==> src/sapq_pkg.sv <==
// Shared types and constants of the sorted array priority queue.
package sapq_pkg;

	localparam int CAP_W = 7;
	localparam logic [CAP_W-1:0] CAP_RESET = 7'd64;

	typedef enum logic [1:0] {
		KIND_INSERT = 2'd0,
		KIND_REMOVE = 2'd1,
		KIND_PEEK   = 2'd2
	} kind_t;

	typedef enum logic [1:0] {
		STAT_OK    = 2'd0,
		STAT_FULL  = 2'd1,
		STAT_EMPTY = 2'd2
	} status_t;

	typedef enum logic [2:0] {
		ST_IDLE,
		ST_INS_RD,
		ST_INS_CMP,
		ST_HEAD,
		ST_SHIFT,
		ST_FINISH
	} state_t;

endpackage

==> src/sapq_if.sv <==
// Request and response channel interfaces of the priority queue.
interface sapq_req_if #(
	parameter int VALUE_WIDTH = 32
);
	logic                   valid;
	logic                   ready;
	logic [1:0]             kind;
	logic [VALUE_WIDTH-1:0] value;

	modport source (output valid, kind, value, input ready);
	modport sink (input valid, kind, value, output ready);
endinterface

interface sapq_rsp_if #(
	parameter int VALUE_WIDTH = 32,
	parameter int CNT_W       = 7
);
	logic                   valid;
	logic                   ready;
	logic [VALUE_WIDTH-1:0] result_value;
	logic [1:0]             status;
	logic [CNT_W-1:0]       occupancy;

	modport source (output valid, result_value, status, occupancy, input ready);
	modport sink (input valid, result_value, status, occupancy, output ready);
endinterface

==> src/sapq_ram.sv <==
// Generic single write port RAM with registered read.
module sapq_ram #(
	parameter int WIDTH = 32,
	parameter int DEPTH = 64,
	localparam int AW = (DEPTH > 1) ? $clog2(DEPTH) : 1
) (
	input  logic             clk,
	input  logic             we,
	input  logic [AW-1:0]    waddr,
	input  logic [WIDTH-1:0] wdata,
	input  logic             re,
	input  logic [AW-1:0]    raddr,
	output logic [WIDTH-1:0] rdata
);

	logic [WIDTH-1:0] mem_q [DEPTH];

	always_ff @(posedge clk) begin
		if (we) begin
			mem_q[waddr] <= wdata;
		end
		if (re) begin
			rdata <= mem_q[raddr];
		end
	end

endmodule

==> src/sapq_cmp.sv <==
// Shared two's complement signed comparator used by the insert walk.
module sapq_cmp #(
	parameter int WIDTH = 32
) (
	input  logic [WIDTH-1:0] a,
	input  logic [WIDTH-1:0] b,
	output logic             gt
);

	assign gt = $signed(a) > $signed(b);

endmodule

==> src/sorted_array_priority_queue.sv <==
// Top level of the sorted array min priority queue.
//
// Channels: req (sink) carries kind and value; rsp (source) carries
// result_value, status and occupancy. A beat moves when valid and ready
// are both high. cfg_we/cfg_wdata write the capacity register; write it
// only while the queue is idle.
// Entries sit ascending in one RAM, smallest at address 0. One request is
// worked at a time, and req.ready is low until its result is staged; a new
// request is not taken before then.
// Work is bound by the single RAM port pair and the one shared comparator:
//   refused insert, empty remove/peek, unused kind: straight to finish
//   insert: each larger entry shifted up one slot (one per cycle)
//   peek: head read;  remove: head read, rest shifted down (one per cycle)
// The result lands in an output register; the next request is taken while
// it waits there. If the receiver stalls, a finished result holds in the
// sequencer until the output register frees up.
// Reset: count 0, capacity 64, no result pending. RAM contents are left
// undefined; only slots below the count are ever read.
module sorted_array_priority_queue
	import sapq_pkg::*;
#(
	parameter int DEPTH       = 64,
	parameter int VALUE_WIDTH = 32
) (
	input  logic             clk,
	input  logic             arst_n,
	input  logic             cfg_we,
	input  logic [CAP_W-1:0] cfg_wdata,
	sapq_req_if.sink         req,
	sapq_rsp_if.source       rsp
);

	localparam int AW    = (DEPTH > 1) ? $clog2(DEPTH) : 1;
	localparam int CNT_W = $clog2(DEPTH + 1);
	localparam int CMP_W = (CNT_W > CAP_W) ? CNT_W : CAP_W;

	// control state
	state_t              state_q, state_d;
	logic [CNT_W-1:0]    count_q, count_d;
	logic [CAP_W-1:0]    cap_q;
	logic                rsp_valid_q, rsp_valid_d;

	// work registers
	kind_t               kind_q, kind_d;
	logic [VALUE_WIDTH-1:0] val_q, val_d;
	logic [CNT_W-1:0]    pos_q, pos_d;
	logic [VALUE_WIDTH-1:0] res_val_q, res_val_d;
	status_t             res_stat_q, res_stat_d;

	// output register
	logic [VALUE_WIDTH-1:0] rsp_val_q;
	status_t             rsp_stat_q;
	logic [CNT_W-1:0]    rsp_occ_q;

	// RAM and comparator
	logic                   ram_we, ram_re;
	logic [AW-1:0]          ram_waddr, ram_raddr;
	logic [VALUE_WIDTH-1:0] ram_wdata, ram_rdata;
	logic                   cmp_gt;

	logic                load_rsp;
	logic                full;
	logic [CNT_W-1:0]    pos_m1, pos_m2, pos_p1;

	sapq_ram #(
		.WIDTH(VALUE_WIDTH),
		.DEPTH(DEPTH)
	) u_sapq_ram (
		.clk  (clk),
		.we   (ram_we),
		.waddr(ram_waddr),
		.wdata(ram_wdata),
		.re   (ram_re),
		.raddr(ram_raddr),
		.rdata(ram_rdata)
	);

	// does the stored entry sort after the new value?
	sapq_cmp #(
		.WIDTH(VALUE_WIDTH)
	) u_sapq_cmp (
		.a (ram_rdata),
		.b (val_q),
		.gt(cmp_gt)
	);

	// capacity above DEPTH saturates; count never exceeds DEPTH
	assign full = (count_q == CNT_W'(DEPTH)) || (CMP_W'(count_q) >= CMP_W'(cap_q));

	assign pos_m1 = pos_q - CNT_W'(1);
	assign pos_m2 = pos_q - CNT_W'(2);
	assign pos_p1 = pos_q + CNT_W'(1);

	always_comb begin
		state_d    = state_q;
		count_d    = count_q;
		kind_d     = kind_q;
		val_d      = val_q;
		pos_d      = pos_q;
		res_val_d  = res_val_q;
		res_stat_d = res_stat_q;
		ram_we     = 1'b0;
		ram_waddr  = pos_q[AW-1:0];
		ram_wdata  = val_q;
		ram_re     = 1'b0;
		ram_raddr  = '0;
		req.ready  = 1'b0;
		load_rsp   = 1'b0;

		case (state_q)
			ST_IDLE: begin
				req.ready = 1'b1;
				if (req.valid) begin
					kind_d     = kind_t'(req.kind);
					val_d      = req.value;
					res_val_d  = '0;
					res_stat_d = STAT_OK;
					state_d    = ST_FINISH;
					case (kind_t'(req.kind))
						KIND_INSERT: begin
							if (full) begin
								res_stat_d = STAT_FULL;
							end else begin
								pos_d   = count_q;
								state_d = ST_INS_RD;
							end
						end
						KIND_REMOVE, KIND_PEEK: begin
							if (count_q == '0) begin
								res_stat_d = STAT_EMPTY;
							end else begin
								ram_re    = 1'b1;
								ram_raddr = '0;
								state_d   = ST_HEAD;
							end
						end
						default: ;
					endcase
				end
			end

			// fetch the neighbor below the hole, or drop the value in at slot 0
			ST_INS_RD: begin
				if (pos_q == '0) begin
					ram_we    = 1'b1;
					ram_waddr = '0;
					ram_wdata = val_q;
					count_d   = count_q + CNT_W'(1);
					state_d   = ST_FINISH;
				end else begin
					ram_re    = 1'b1;
					ram_raddr = pos_m1[AW-1:0];
					state_d   = ST_INS_CMP;
				end
			end

			// larger neighbor moves up one, next one prefetched in the same cycle; else the value fills the hole
			ST_INS_CMP: begin
				ram_we    = 1'b1;
				ram_waddr = pos_q[AW-1:0];
				if (cmp_gt) begin
					ram_wdata = ram_rdata;
					pos_d     = pos_m1;
					if (pos_q > CNT_W'(1)) begin
						ram_re    = 1'b1;
						ram_raddr = pos_m2[AW-1:0];
					end else begin
						state_d = ST_INS_RD;
					end
				end else begin
					ram_wdata = val_q;
					count_d   = count_q + CNT_W'(1);
					state_d   = ST_FINISH;
				end
			end

			// head entry is on the read port; a remove of more than one entry starts the shift down
			ST_HEAD: begin
				res_val_d = ram_rdata;
				state_d   = ST_FINISH;
				if (kind_q == KIND_REMOVE) begin
					if (count_q > CNT_W'(1)) begin
						ram_re    = 1'b1;
						ram_raddr = AW'(1);
						pos_d     = CNT_W'(1);
						state_d   = ST_SHIFT;
					end else begin
						count_d = count_q - CNT_W'(1);
					end
				end
			end

			// slot pos moves down to pos-1, next slot prefetched
			ST_SHIFT: begin
				ram_we    = 1'b1;
				ram_waddr = pos_m1[AW-1:0];
				ram_wdata = ram_rdata;
				if (pos_p1 < count_q) begin
					ram_re    = 1'b1;
					ram_raddr = pos_p1[AW-1:0];
					pos_d     = pos_p1;
				end else begin
					count_d = count_q - CNT_W'(1);
					state_d = ST_FINISH;
				end
			end

			// hand the result to the output register once it is free
			ST_FINISH: begin
				if (!rsp_valid_q || rsp.ready) begin
					load_rsp = 1'b1;
					state_d  = ST_IDLE;
				end
			end

			default: begin
				state_d = ST_IDLE;
			end
		endcase
	end

	always_comb begin
		rsp_valid_d = rsp_valid_q;
		if (load_rsp) begin
			rsp_valid_d = 1'b1;
		end else if (rsp.ready) begin
			rsp_valid_d = 1'b0;
		end
	end

	always_ff @(posedge clk or negedge arst_n) begin
		if (!arst_n) begin
			state_q     <= ST_IDLE;
			count_q     <= '0;
			cap_q       <= CAP_RESET;
			rsp_valid_q <= 1'b0;
		end else begin
			state_q     <= state_d;
			count_q     <= count_d;
			rsp_valid_q <= rsp_valid_d;
			if (cfg_we) begin
				cap_q <= cfg_wdata;
			end
		end
	end

	always_ff @(posedge clk) begin
		kind_q     <= kind_d;
		val_q      <= val_d;
		pos_q      <= pos_d;
		res_val_q  <= res_val_d;
		res_stat_q <= res_stat_d;
		if (load_rsp) begin
			rsp_val_q  <= res_val_q;
			rsp_stat_q <= res_stat_q;
			rsp_occ_q  <= count_q;
		end
	end

	assign rsp.valid        = rsp_valid_q;
	assign rsp.result_value = rsp_val_q;
	assign rsp.status       = rsp_stat_q;
	assign rsp.occupancy    = rsp_occ_q;

endmodule

==> src/flat_wrapper.sv <==
// flat-port wrapper written by rule: the top's interface ports become plain ports
module sorted_array_priority_queue_flat import sapq_pkg::*;
#(
	parameter int DEPTH       = 64,
	parameter int VALUE_WIDTH = 32
)
  (clk, arst_n, cfg_we, cfg_wdata, req_valid, req_kind, req_value, req_ready, rsp_valid, rsp_result_value, rsp_status, rsp_occupancy, rsp_ready);
  sapq_req_if #(.VALUE_WIDTH(VALUE_WIDTH)) req_i ();
  sapq_rsp_if #(.VALUE_WIDTH(VALUE_WIDTH), .CNT_W(CAP_W)) rsp_i ();
  input  logic clk;
  input  logic arst_n;
  input  logic cfg_we;
  input  logic [CAP_W-1:0] cfg_wdata;
  input wire logic [$bits(req_i.valid)-1:0] req_valid;
  input wire logic [$bits(req_i.kind)-1:0] req_kind;
  input wire logic [$bits(req_i.value)-1:0] req_value;
  output wire logic [$bits(req_i.ready)-1:0] req_ready;
  output wire logic [$bits(rsp_i.valid)-1:0] rsp_valid;
  output wire logic [$bits(rsp_i.result_value)-1:0] rsp_result_value;
  output wire logic [$bits(rsp_i.status)-1:0] rsp_status;
  output wire logic [$bits(rsp_i.occupancy)-1:0] rsp_occupancy;
  input wire logic [$bits(rsp_i.ready)-1:0] rsp_ready;
  assign req_i.valid = req_valid;
  assign req_i.kind = req_kind;
  assign req_i.value = req_value;
  assign req_ready = req_i.ready;
  assign rsp_valid = rsp_i.valid;
  assign rsp_result_value = rsp_i.result_value;
  assign rsp_status = rsp_i.status;
  assign rsp_occupancy = rsp_i.occupancy;
  assign rsp_i.ready = rsp_ready;
  sorted_array_priority_queue #(.DEPTH(DEPTH), .VALUE_WIDTH(VALUE_WIDTH)) u_core (.clk(clk), .arst_n(arst_n), .cfg_we(cfg_we), .cfg_wdata(cfg_wdata), .req(req_i), .rsp(rsp_i));
endmodule
==> config.mk <==
export PLATFORM = sky130hd
export DESIGN_NAME = sorted_array_priority_queue_flat
export DESIGN_NICKNAME = d
export VERILOG_FILES = /design/src/sapq_pkg.sv /design/src/sapq_if.sv /design/src/sapq_ram.sv /design/src/sapq_cmp.sv /design/src/sorted_array_priority_queue.sv /design/src/flat_wrapper.sv
export SDC_FILE = /design/constraint.sdc
export NUM_CORES = 2
export LEC_CHECK = 0
export BUFFER_PORTS_ARGS = -buffer_cell sky130_fd_sc_hd__buf_4
export CORE_MARGIN = 1.5
export CORE_UTILIZATION = 47
export CTS_CLUSTER_SIZE = 12
export DETAILED_ROUTE_END_ITERATION = 10
export GPL_TIMING_DRIVEN = 0
export PLACE_DENSITY_LB_ADDON = 0.2
export SLEW_MARGIN = 10
export SYNTH_ARGS = -nofsm -noshare
export SYNTH_HDL_FRONTEND = slang
export SYNTH_SLANG_ARGS = --single-unit
==> constraint.sdc <==
create_clock -name clk -period 6.7 [get_ports clk]
set_input_delay 1.005 -clock clk [delete_from_list [all_inputs] [get_ports clk]]
set_output_delay 1.005 -clock clk [all_outputs]
set_load 0.02 [all_outputs]
# [Word level (Yosys, flattened, before mapping)]
# Memories as Yosys holds them, arrays and structs flattened. A register that Yosys moved wholly into a read port is not among the register bits.
# Cells that the tools add are included.
# W data, S select, Z words.
[word_totals] register_bits=134 ramBits=2048 input_bits=46 output_inout_bits=43 n_memories=1
[memory_table] name="u_core.u_sapq_ram.mem_q" words=64 width=32 rd=1 rd_ports_with_merged_regs=1 write_ports=1 line_no="sapq_ram.sv:16" rtl="logic [WIDTH-1:0] mem_q [DEPTH];"
[classes] addsub=5 magnitude_cmp=5 n_eq_ne=22 mux=61 reduce_logical=18
[op_table] cell="$pmux W32 S2" n=2
[op_table] cell="$mux W7" n=12
[op_table] cell="$mux W32" n=2
[op_table] cell="$pmux W7 S4" n=2
[op_table] cell="$mux W6" n=6
[op_table] cell="$gt A32 B32 Y1" n=1
[op_table] cell="$mux W3" n=9
[op_table] cell="$pmux W6 S4" n=1
[op_table] cell="$mux W1" n=20
[op_table] cell="$pmux W3 S6" n=1
[op_table] cell="$add A7 B1 Y7 const B" n=2
[op_table] cell="$gt A7 B1 Y1 const B" n=2
[op_table] cell="$logic_not A7 Y1" n=2
[op_table] cell="$sub A7 B1 Y7 const B" n=2
[op_table] cell="$ne A2 B1 Y1 const B" n=6
[op_table] cell="$ne A2 B2 Y1 const B" n=6
[op_table] cell="$pmux W6 S2" n=1
[op_table] cell="$reduce_and A8 Y1" n=1
[op_table] cell="$reduce_bool A4 Y1" n=2
[op_table] cell="$eq A7 B7 Y1 const B" n=1
[op_table] cell="$ge A7 B7 Y1" n=1
[op_table] cell="$lt A7 B7 Y1" n=1
[op_table] cell="$eq A3 B2 Y1 const B" n=2
[op_table] cell="$eq A3 B3 Y1 const B" n=2
[op_table] cell="19 further kinds" n=24

# [Longest topological paths before layout]
[depth] word_depth=6 mapped_depth=22 depth_no_buf=16

# [Modules after synthesis]
# A second synthesis with hierarchy kept.
[hier_totals] cells_unflattened=3924 hier_area_um2=85968.7
[by_module_without_submodules] module="sapq_ram" instances=1 cells_per_inst=3324 area_each_um2=78835.6 seq_area_each_um2=62459.9
[by_module_without_submodules] module="sorted_array_priority_queue" instances=1 cells_per_inst=487 area_each_um2=6328.6 seq_area_each_um2=3935.0
[by_module_without_submodules] module="sapq_cmp" instances=1 cells_per_inst=113 area_each_um2=804.5 seq_area_each_um2=0.0

# [Least setup slack after synthesis]
# No wires, ideal clock.
[synth_timing] path_kind="reg-to-reg" start="register u_core.u_sapq_ram.rdata[7] (read register of u_core.u_sapq_ram.mem_q)" end="memory u_core.u_sapq_ram.mem_q[0][20] (data pin)" setup_ns=0.702 t_arrival_ns=4.792 t_required_ns=5.998 path_slack_ns=1.206 stages_incl_launch_ff=11 path_cell_list="edfxtp_1 -> ha_1 -> a41o_1 -> a21oi_1 -> nor3_1 -> o41ai_2 -> nand3_1 -> nand2_1 -> o21ai_1 -> clkbuf_1 -> o21ai_0"
[synth_via] elab_chain_cells=3
[synth_rtl] item="start, declared" line_no="sapq_ram.sv:13" rtl="output logic [WIDTH-1:0] rdata"
[synth_rtl] item="$gt A32 B32 Y1" line_no="sapq_cmp.sv:10" rtl="assign gt = $signed(a) > $signed(b);"
[synth_rtl] item="$mux W32" line_no="sorted_array_priority_queue.sv:161" rtl="if (cmp_gt) begin"
[synth_rtl] item="$pmux W32 S2" line_no="sorted_array_priority_queue.sv:110" rtl="case (state_q)"
[synth_rtl] item="named net u_core.ram_wdata[20]" line_no="sorted_array_priority_queue.sv:58" rtl="logic [VALUE_WIDTH-1:0] ram_wdata, ram_rdata;"
[synth_rtl] item="end, declared" line_no="sapq_ram.sv:16"
# The timed path passes the listed nets, and every way through them passes these cells.

# [Final worst setup path]
[layout_timing] start="register u_core.val_q[7]" end="register u_core.u_sapq_ram.rdata[20] (read register of u_core.u_sapq_ram.mem_q) (data pin)"
[layout_via] elab_chain_cells=3 elab_cells_between_ends=5 classes_between="1 x order compare; 4 x mux"
[layout_rtl] item="start, declared" line_no="sorted_array_priority_queue.sv:45" rtl="logic [VALUE_WIDTH-1:0] val_q, val_d;"
[layout_rtl] item="start signal, assigned" line_no="sorted_array_priority_queue.sv:249" rtl="val_q <= val_d;"
[layout_rtl] item="$gt A32 B32 Y1 (*)" line_no="sapq_cmp.sv:10"
[layout_rtl] item="$mux W1 / $mux W6 (equally long branches)" line_no="sorted_array_priority_queue.sv:161"
[layout_rtl] item="$pmux W1 S5 / $pmux W6 S4 (equally long branches)" line_no="sorted_array_priority_queue.sv:110"
# Mark *: on every way between the ends. The rest lies on a longest branch, timed or not.
# A chain may end at the register's enable or synchronous reset.

==> impl_summary.txt <==
----------------------------------------------------
[Timing]
  Measured slew at the worst slew-check pin ... 1.49 ns
  Worst-case clock skew ... 0.0373 ns
  Total Neg Setup Slack ... -0.122 ns
  Worst max-slew margin expressed relative to the limit ... 0.684%
  Unrepaired setup endpoints after global routing ... true
  Final count of pins violating max slew ... 0
  Final setup fails ... 1
  Fin crit share ... 102%
  Maximum clock frequency ... between 100 and 150 MHz
  Hold Vio Cnt, Final ... 0
  Post-route setup slack ... -0.122 ns
  Clock period minus worst slack ... 6.82 ns

[Placement]
  Post-place instance area ... 95,400 sq um
  Detailed-placement wirelength estimate ... 220 mm
  Count of input and output buffers ... 88
  Last weighted congestion value of the routability-driven placer ... approximately 1
  Cell count after placement ... 8,158

[Power and ir drop]
  Static leakage ... 34.1 nW
  Power Dens Cells ... 571 nW/um^2
  Max IR drop VDD ... 0.000449 V

[Yosys]
  Distinct cells, synth ... 81
  Synth warn ... 0
  Avg Inst Size Synth ... 16.1 sq um
  Biggest area consumer among synthesized cells ... sky130_fd_sc_hd__edfxtp_1
  Synth top area share ... 75.3%
  Cell area after synthesis ... slightly below 90,000 sq um
  Fraction of the yosys area taken by sequential cells ... between 70% and 80%
  Count of flip-flops with a built-in enable after synthesis ... 2,196
  Main area contributors after synthesis ... sky130_fd_sc_hd__edfxtp_1, sky130_fd_sc_hd__mux4_2, sky130_fd_sc_hd__nand2_1
  Syn Nets ... between 5,000 and 6,000
  Async set-or-reset flop fraction in the synthesized netlist ... 0.813%
  Top cell types by occurrence after synthesis ... sky130_fd_sc_hd__edfxtp_1, sky130_fd_sc_hd__nand2_1, sky130_fd_sc_hd__nand3_1, sky130_fd_sc_hd__mux2i_1, sky130_fd_sc_hd__mux4_2
  Count leader, synth ... sky130_fd_sc_hd__edfxtp_1
  Number of flip-flops and latches in the synthesized netlist ... approximately 2,200
  Post-synthesis instance total ... 5,444
  Main synth FF type ... sky130_fd_sc_hd__edfxtp_1

[Critical path]
  Largest stage delay on the critical path ... 1.00 ns
  Top Family by Delay on Critical Path ... buffers and inverters
  Critical Path End Type ... flop
  Crit-path slowest cell ... sky130_fd_sc_hd__clkdlybuf4s15_1
  Critical Path RT ... 7.28 ns
  Sort of element at the start of the critical path ... flop
  Worst Path Arrival ... 7.41 ns
  Worst Path Class, Setup ... reg -> reg
  Largest fanout of any net on the critical path ... 10
  Chain of cells forming the critical path ... inv_1 > ha_1 > a41o_1 > a21oi_1 > nor3_1 > o41ai_2 > a31o_2 > buf_2 > o221a_2 > buf_2 > buf_2 > clkbuf_2 > clkdlybuf4s15_1 > o21ai_0 > and4_1
  Crit path top cell by count ... sky130_fd_sc_hd__buf_2
  Bufs and invs on worst path ... 6

[Die]
  Number of standard-cell rows in the floorplan ... 158
  Die Y ... 435 um
  Die width ... approximately 430 um
  Area of the die ... 189,000 sq um
  # IOs ... 89
  Initial core utilization ... 47.3%
  Area of the core ... approximately 190,000 sq um

[Clock network]
  Clock Pin Slew Worst Setup and Hold Paths ... ~0.060 ns
  Clock H-tree levels ... 4
  CTS Buf Count ... 220
  TritonCTS Sinks ... 2,214
  Clock tree from TritonCTS ... yes
  Maximum root-to-sink buffer count ... 3
  CTS root buffer ... sky130_fd_sc_hd__clkbuf_16
  Source-to-sink clock delay at the later pin of the worst-skew pair ... just under 0.9 ns

[Final layout]
  Fin area ... 102,000 sq um
  Fin cells ... 8,526
  Final layout net count ... 6,002
  Number of fill cells in the layout ... 14,400
  Post-layout utilization of the core ... 55.1%
  Fraction of final layout cells sized beyond drive strength 1 ... 16.5%
  Synth-to-Final Area Change ... 16.4%

[Hold path]
  Worst hold path type ... in -> reg

[Outcome]
  Run status ... finished, violations left
  Failing checks ... DRC, capacitance limit, setup timing

[Routing]
  Post-route ant nets ... 0
  Post-DR vias/cell ... roughly 6.5
  Post-detailed-route wirelength per cell ... 36.7 um
  Total vias in the final route ... ~55,000
  Count of unresolved DRC violations after routing ... 1
  Routed wire length ... roughly 310 mm
  Detailed Routing Iterations Pass 1 ... 11
  Number of DRC markers in iteration 0 ... 10,300

[GRT]
  First-pass GRT wire length ... approximately 420 mm
  Antenna violations before repair ... 26
  Vias in the first global route ... 51,900
  Largest net degree at the start of global routing ... 65
  Remaining Overflow, GRT ... 0
  Overall routing resource usage ... 32.7%

[Run]
  Number of maximum-capacitance violations ... 1

----------------------------------------------------
## kinds of logic after synthesis
| group | Yosys count | synth area share, % |
|---|---|---|
| AO/OA/AOI/OAI | 687 | 5.69 |
| XOR/XNOR | 26 | 0.260 |
| adder cells (fa/ha/maj) | 56 | 0.800 |
| buffers and inverters | 385 | 2.14 |
| flip-flops | 2214 | 75.8 |
| multiplexers | 388 | 6.96 |
| AND/OR/NAND/NOR | 1688 | 8.37 |
## metrics by stage
step           setup slack [ns]  hold WS, ns  power, mW
6_report                 -0.122        0.298       58.2
5_1_grt                 -0.0374        0.279       59.1
4_1_cts                 0.00390        0.250       56.9
3_5_place_dp             -0.568        0.405       45.6
3_3_place_gp              -5.16        0.405       44.7
2_1_floorplan              1.21        0.400       32.0
## worst reg2reg max path: stages (launching register included)
cell and delay [ns]:
sky130_fd_sc_hd__edfxtp_1 0.42, sky130_fd_sc_hd__inv_1 0.15, sky130_fd_sc_hd__ha_1 0.28, sky130_fd_sc_hd__a41o_1 0.25
sky130_fd_sc_hd__a21oi_1 0.22, sky130_fd_sc_hd__nor3_1 0.09, sky130_fd_sc_hd__o41ai_2 0.70, sky130_fd_sc_hd__a31o_2 0.32
sky130_fd_sc_hd__buf_2 0.25, sky130_fd_sc_hd__o221a_2 0.21, sky130_fd_sc_hd__buf_2 0.39, sky130_fd_sc_hd__buf_2 0.45
sky130_fd_sc_hd__clkbuf_2 0.66, sky130_fd_sc_hd__clkdlybuf4s15_1 1.02, sky130_fd_sc_hd__o21ai_0 0.63, sky130_fd_sc_hd__and4_1 0.51
## per-layer routing
metal	vias to the layer above	routed length (um)	GRT usage, %
li1	22200	-	-
met2	4348	135000	47.4
met5	-	105	0
met4	16	20000	18.2
met1	28100	113000	43.5
met3	801	44900	10.7
## flip-flops by register name (all words and copies together), names as in the netlist
| name | flops |
|---|---|
| u_core.u_sapq_ram.mem_q | 2048 |
| u_core.res_val_q | 32 |
| u_core.rsp.result_value | 32 |
| u_core.u_sapq_ram.rdata | 32 |
| u_core.val_q | 32 |
| u_core.cap_q | 7 |
| u_core.count_q | 7 |
| u_core.pos_q | 7 |
| u_core.rsp.occupancy | 7 |
| u_core.state_q | 3 |
| u_core.kind_q | 2 |
| u_core.res_stat_q | 2 |
| u_core.rsp.status | 2 |
| u_core.rsp.valid | 1 |
## final cells by class
class	count	area (sq um)	area share (%)
clock inverters	77	684	0.671
repair buffers	238	3840	3.76
flip-flops and latches	2214	66400	65.1
inverters	59	221	0.217
plain buffers	322	1710	1.67
diodes	9	22.5	0.0221
multi-input cells	2845	20300	19.9
clock buffers	282	5740	5.63
well taps	2480	3100	3.04
## final timing paths
check	endpoint	slack (ns)	depth (start not counted)	from
setup / recovery	u_core.u_sapq_ram.rdata[20]	-0.12	15	u_core.val_q[7]
hold / removal	u_core.val_q[29]	0.30	1	req_value[29]
setup reg to reg	u_core.u_sapq_ram.rdata[20]	-0.12	15	u_core.val_q[7]
hold reg to reg	u_core.rsp.result_value[5]	0.41	0	u_core.res_val_q[5]
max in group asynchronous	u_core.cap_q[6]	5.87	2	arst_n
min in group asynchronous	u_core.state_q[0]	0.56	2	arst_n
## cells in the final DEF (no fill, tap or decap), drive strengths merged, types with 8 or more instances in the layout
cell / count
mux2i: 201
a211oi: 39
mux2: 11
clkbuf: 443
a41oi: 9
xnor2: 17
o221ai: 14
or3: 11
and2: 12
a21oi: 122
nand3: 357
o2111ai: 54
nand4: 84
o211a: 18
o211ai: 15
a21o: 12
o22ai: 16
and3: 44
a22oi: 20
edfxtp: 2196
buf: 396
a221oi: 78
dfrtp: 17
nor2: 122
diode: 9
a221o: 8
ha: 56
o21ai: 95
mux4: 176
a31oi: 89
nor3: 14
nand2: 998
or2: 14
a2111oi: 11
nor2b: 8
a32oi: 45
clkinv: 66
inv: 64
xor2: 9
## power breakdown
part,total (mW),switching [mW],leakage [nW],internal [mW]
registers,19.1,0.318,20.1,18.7
clock network,11.4,5.20,3.10,6.19
logic,27.7,20.6,10.9,7.17
total,58.2,26.1,34.1,32.1
## repair_timing
item,4_1_cts,5_1_grt
hold buffers,1,0
resized for setup,17,61
pin swaps,0,1
setup endpoints to repair,23,30
hold endpoints to repair,17,0
cloned,0,0
buffers inserted,2,0
Power figures use the tool's default switching activity.
